[config.mk]
export PLATFORM = sky130hd
export DESIGN_NAME = asgc_cfg_regs
export DESIGN_NICKNAME = d
export VERILOG_FILES = /design/src/hdl/asgc_pkg.sv /design/src/hdl/asgc_cfg_regs.sv
export SDC_FILE = /design/constraint.sdc
export NUM_CORES = 1
export LEC_CHECK = 0
export BUFFER_PORTS_ARGS = -buffer_cell sky130_fd_sc_hd__buf_4
export CORE_UTILIZATION = 30
export CTS_CLUSTER_SIZE = 10
export DETAILED_ROUTE_END_ITERATION = 6
export GPL_TIMING_DRIVEN = 0
export PLACE_DENSITY_LB_ADDON = 0.25
export SLEW_MARGIN = 30
export SYNTH_ARGS = -nofsm -noshare
export SYNTH_HDL_FRONTEND = slang
export SYNTH_SLANG_ARGS = --single-unit
[constraint.sdc]
create_clock -name clk -period 1.6 [get_ports clk]
set_input_delay 0.32 -clock clk [delete_from_list [all_inputs] [get_ports clk]]
set_output_delay 0.32 -clock clk [all_outputs]
set_load 0.005 [all_outputs]
[src/hdl/asgc_pkg.sv]
// ----------------------------------------------------------------------------
// asgc_pkg
// Shared types, constants and saturation helper for the anti-sway controller.
// ----------------------------------------------------------------------------
package asgc_pkg;

	localparam int DataW   = 32;
	localparam int GainW   = 24;
	localparam int BandW   = 31;
	localparam int CfgIdxW = 3;
	localparam int ProdW   = DataW + GainW + 1;
	localparam int AccW    = ProdW + 2;
	localparam int RndW    = AccW - 16;
	localparam int StateW  = 4;

	localparam logic [CfgIdxW-1:0] REG_POSITION_GAIN       = 3'd0;
	localparam logic [CfgIdxW-1:0] REG_VELOCITY_GAIN       = 3'd1;
	localparam logic [CfgIdxW-1:0] REG_ANGLE_COEF_CURRENT  = 3'd2;
	localparam logic [CfgIdxW-1:0] REG_ANGLE_COEF_PREVIOUS = 3'd3;
	localparam logic [CfgIdxW-1:0] REG_ANGLE_COEF_FEEDBACK = 3'd4;
	localparam logic [CfgIdxW-1:0] REG_ANGLE_DEAD_BAND     = 3'd5;
	localparam logic [CfgIdxW-1:0] REG_VELOCITY_DEAD_BAND  = 3'd6;

	localparam logic [GainW-1:0] RST_POSITION_GAIN       = 24'd196608;
	localparam logic [GainW-1:0] RST_VELOCITY_GAIN       = 24'd393216;
	localparam logic [GainW-1:0] RST_ANGLE_COEF_CURRENT  = 24'd9568256;
	localparam logic [GainW-1:0] RST_ANGLE_COEF_PREVIOUS = 24'd9011200;
	localparam logic [GainW-1:0] RST_ANGLE_COEF_FEEDBACK = 24'd48438;
	localparam logic [BandW-1:0] RST_ANGLE_DEAD_BAND     = 31'd1966;
	localparam logic [BandW-1:0] RST_VELOCITY_DEAD_BAND  = 31'd1311;

	localparam logic [1:0] ACC_HOLD = 2'd0;
	localparam logic [1:0] ACC_LOAD = 2'd1;
	localparam logic [1:0] ACC_SUB  = 2'd2;

	typedef struct packed {
		logic       mul_en;
		logic [1:0] acc_op;
	} mac_cmd_t;

	typedef struct packed {
		logic [GainW-1:0] position_gain;
		logic [GainW-1:0] velocity_gain;
		logic [GainW-1:0] angle_coef_current;
		logic [GainW-1:0] angle_coef_previous;
		logic [GainW-1:0] angle_coef_feedback;
		logic [BandW-1:0] angle_dead_band;
		logic [BandW-1:0] velocity_dead_band;
	} cfg_t;

	typedef struct packed {
		logic [DataW-1:0] value;
		logic             clip;
	} sat_t;

	function automatic sat_t sat_to_32(input logic signed [RndW-1:0] v);
		sat_t r;
		if ((&v[RndW-1:DataW-1]) || !(|v[RndW-1:DataW-1])) begin
			r.value = v[DataW-1:0];
			r.clip  = 1'b0;
		end else if (v[RndW-1]) begin
			r.value = {1'b1, {(DataW-1){1'b0}}};
			r.clip  = 1'b1;
		end else begin
			r.value = {1'b0, {(DataW-1){1'b1}}};
			r.clip  = 1'b1;
		end
		return r;
	endfunction

endpackage

[src/hdl/asgc_cfg_regs.sv]
// ----------------------------------------------------------------------------
// asgc_cfg_regs
// Gain, coefficient and dead band registers with a plain write port.
// ----------------------------------------------------------------------------
module asgc_cfg_regs
	import asgc_pkg::*;
(
	input  logic               clk,
	input  logic               arst_n,
	input  logic               cfg_wr_en,
	input  logic [CfgIdxW-1:0] cfg_index,
	input  logic [BandW-1:0]   cfg_data,
	output cfg_t               cfg
);

	cfg_t cfg_q;

	always_ff @(posedge clk or negedge arst_n) begin
		if (!arst_n) begin
			cfg_q.position_gain       <= RST_POSITION_GAIN;
			cfg_q.velocity_gain       <= RST_VELOCITY_GAIN;
			cfg_q.angle_coef_current  <= RST_ANGLE_COEF_CURRENT;
			cfg_q.angle_coef_previous <= RST_ANGLE_COEF_PREVIOUS;
			cfg_q.angle_coef_feedback <= RST_ANGLE_COEF_FEEDBACK;
			cfg_q.angle_dead_band     <= RST_ANGLE_DEAD_BAND;
			cfg_q.velocity_dead_band  <= RST_VELOCITY_DEAD_BAND;
		end else if (cfg_wr_en) begin
			unique case (cfg_index)
				REG_POSITION_GAIN:       cfg_q.position_gain       <= cfg_data[GainW-1:0];
				REG_VELOCITY_GAIN:       cfg_q.velocity_gain       <= cfg_data[GainW-1:0];
				REG_ANGLE_COEF_CURRENT:  cfg_q.angle_coef_current  <= cfg_data[GainW-1:0];
				REG_ANGLE_COEF_PREVIOUS: cfg_q.angle_coef_previous <= cfg_data[GainW-1:0];
				REG_ANGLE_COEF_FEEDBACK: cfg_q.angle_coef_feedback <= cfg_data[GainW-1:0];
				REG_ANGLE_DEAD_BAND:     cfg_q.angle_dead_band     <= cfg_data;
				REG_VELOCITY_DEAD_BAND:  cfg_q.velocity_dead_band  <= cfg_data;
				default: begin
				end
			endcase
		end
	end

	assign cfg = cfg_q;

endmodule

==> results.md <==
* Simple-gate share of the synthesized area at 1.32%
* Dominant combinational cell family by area after synthesis: multiplexers
* Setup Viol. Count Final at 0
* Crit path max fanout at 2
* CTS sink count at 182
* Final Cell Area at 9540 sq um
* Commonest cells post-synth: 174 x mux2_2, 146 x dfrtp_1, 36 x dfstp_2, 10 x buf_6, 9 x buf_2
* Clock power frac at between 20 and 30%
* Ys flop type: dfrtp_1
* Worst skew pair latency at 0.41 ns
* Mapped Cells at 390
* Initial Util at 30.6%
* Crit path capture: cfg[74]
* PwrDens at 1410 nW/um^2
* Seq pwr share at 47.0%
* Pleak at 4.37 nW
* Core footprint at 22600 sq um
* Post-synthesis xor/xnor area fraction at 0%
* Synth top area share at 52.9%
* Buf/Inv on CP at 1
* DR vias at 4223
* Worst path cell trace: buf_4
* Stages on the worst setup path at 1
* CP Launch Type: register
* Final Cycle Share at slightly below 90%
* Die Area at between 20000 and 25000 sq um
* Largest cells by area after synthesis: dfrtp_1 53%, mux2_2 28%, dfstp_2 14%
* I/O pin cnt at 219
* Ant diodes at 0
* Initial antenna violation count at 0
* Worst r2r dst: cfg[69]
* Post-synthesis compound-gate area fraction at 0%
* #FFs+latches synth at 182
* Num CTS Buffers at 17
* Fmax at 0.714 GHz
* Final Skew at 0 ns
* Worst Setup SP: cfg[74]
* Syn-to-layout area delta at 38.2%
* GPL Wtd Cong at 0.748
* Mux contribution to synthesized area at about 30%
* Pin count of the biggest net entering global routing at 72
* Drt drc at 0
* Gate power share at 23.1%
* Vias per inst at 4.55
* Initial DRC Count at 100
* Fin cells at 928
* CTS max path bufs at 2
* Worst-path clk slew at 0.07 ns
* FP Rows at 55
* Vias in the first global route at 4589
* Fin crit period at 1.40 ns
* DR WL/cell at approximately 19 microns
* CTS tree: built
* R2R setup slack at about 0.80 ns
* Fin. Hold Viols at 0
* Delay of the slowest critical-path stage at 0.54 ns
* Antenna viol nets, final at 0
* DR pass1 iterations at 4
* Layout cell share with drive strength beyond 1 at 75.3%
* Root Buffer Master: clkbuf_16
* First-pass GRT wire length at 27500 microns
* Post-synth cell types at 12
* Net switching power at ~3.6 mW
* GRT Total Usage at 15.4%
* Post-Syn Area at 6910 sq um
* Worst r2r src: cfg[69]
* Yosys warns at 0
* Adder-cell share of the synthesized area at 0%
* GRT overflow at 0
* # Post-CTS Setup Buffers at 0
* Final-stage net count at 667
* Number of port buffers at around 220
* Number of max-cap violations at 0
* R2R depth at 1
* Worst hold path type: primary input to register
* H-tree levels at 4
* WP data arrival at 1.08 ns
* # fillers at 2080
* Unrepaired setup endpoints after global routing: no
* Cts repair resizes at 0
* Hold Slack at around 0.14 ns
* Worst-Margin Slew at 0.605 ns
* CP Class: register to primary output
* Internal power at around 9.9 mW
* Status: completed
* Most instantiated library cell after synthesis: mux2_2
* Max reg flops at 182
* Mean Syn Cell Area at 17.7 sq um
* Slowest cell on crit path: dfstp_2
* Cell accounting for the most synthesized area: dfrtp_1
* Mapped Nets at 427
* Crit-path leading delay family: flip-flops
* Area post-placement at roughly 9000 sq um
* Die height at between 150 and 200 microns
* Peak supply drop at 642 uV
* EDFF count, synth at 0
* Post-synth ARST share at 100%
* Sw frac at 26.6%
* CP endpoint kind: primary output
* Post-DP HPWL at 12300 microns
* Post-Place Cells at 895
* Detailed Route WL at 17400 microns
* Final Max Tran Viols at 0
* Seq/Total Area, Yosys at 66.6%
* DIE WIDTH at 154 microns
* Setup TNS at 0 ns
* CP Data Required Time at around 1.3 ns
* CTS Hold Bufs at 1
* Max-slew headroom at 59.5%
==> per-stage QoR <==
| step | setup WS (ns) | util [%] | total power, mW |
|---|---|---|---|
| global route | 0.141 | 42.3 | 14.2 |
| detailed placement | -0.305 | 39.7 | 9.57 |
| global placement | -0.800 | 39.4 | 9.43 |
| finish | 0.199 | 42.3 | 13.4 |
| CTS | 0.152 | 42.3 | 13.7 |
| floorplan | 0.214 | - | 7.37 |
==> power groups by stage <==
stage                     Clock, mW  Sequential, mW  Combinational (mW)
after CTS                      4.17            6.33                3.17
after global routing           4.39            6.47                3.36
after detailed placement          0            6.40                3.17
final                          4.01            6.32                3.11
after global placement            0            6.34                3.09
after floorplan                   0            6.40               0.971
==> cell usage in the layout (no fill, tap or decap), types with 2 or more instances in the layout <==
cell type,count
inv_8,4
mux2_1,6
clkbuf_16,17
dfstp_2,36
buf_4,217
buf_16,2
buf_2,9
nand4b_1,2
clkinv_8,2
mux2_4,2
and4bb_1,2
clkinvlp_4,4
clkinv_4,3
buf_6,10
mux2_2,174
dfrtp_1,146
==> cells by family after synthesis <==
family / count (synthesis)
flip-flops: 182
buffers and inverters: 19
AND/OR/NAND/NOR: 7
multiplexers: 182
==> final cells by class <==
class / instances / area [sq um] / area share, %
Buffer: 19 / 158 / 1.65
Timing Repair Buffer: 221 / 1710 / 17.9
Multi-Input combinational cell: 189 / 2150 / 22.5
Clock inverter: 14 / 143 / 1.49
Clock buffer: 18 / 429 / 4.50
Sequential cell: 182 / 4600 / 48.2
Tap cell: 285 / 357 / 3.74
==> layer usage <==
layer / wire, microns / track usage, % / vias up
li1: - / - / 1871
met1: 7680 / 19.3 / 2200
met4: 119 / 3.43 / 0
met2: 8420 / 25.3 / 144
met3: 1200 / 5.58 / 8
met5: 0 / 0 / -
==> worst min-delay path by stage <==
stage	start	to	cells after the start
finish	cfg_data[26]	cfg[57]	2
global route	cfg_data[26]	cfg[57]	2
detailed placement	arst_n	cfg[53]	1
floorplan	arst_n	cfg[100]	0
global placement	cfg[80]	cfg[80]	1
CTS	cfg_data[26]	cfg[57]	2
No activity file was read; power rests on OpenSTA's default activity.
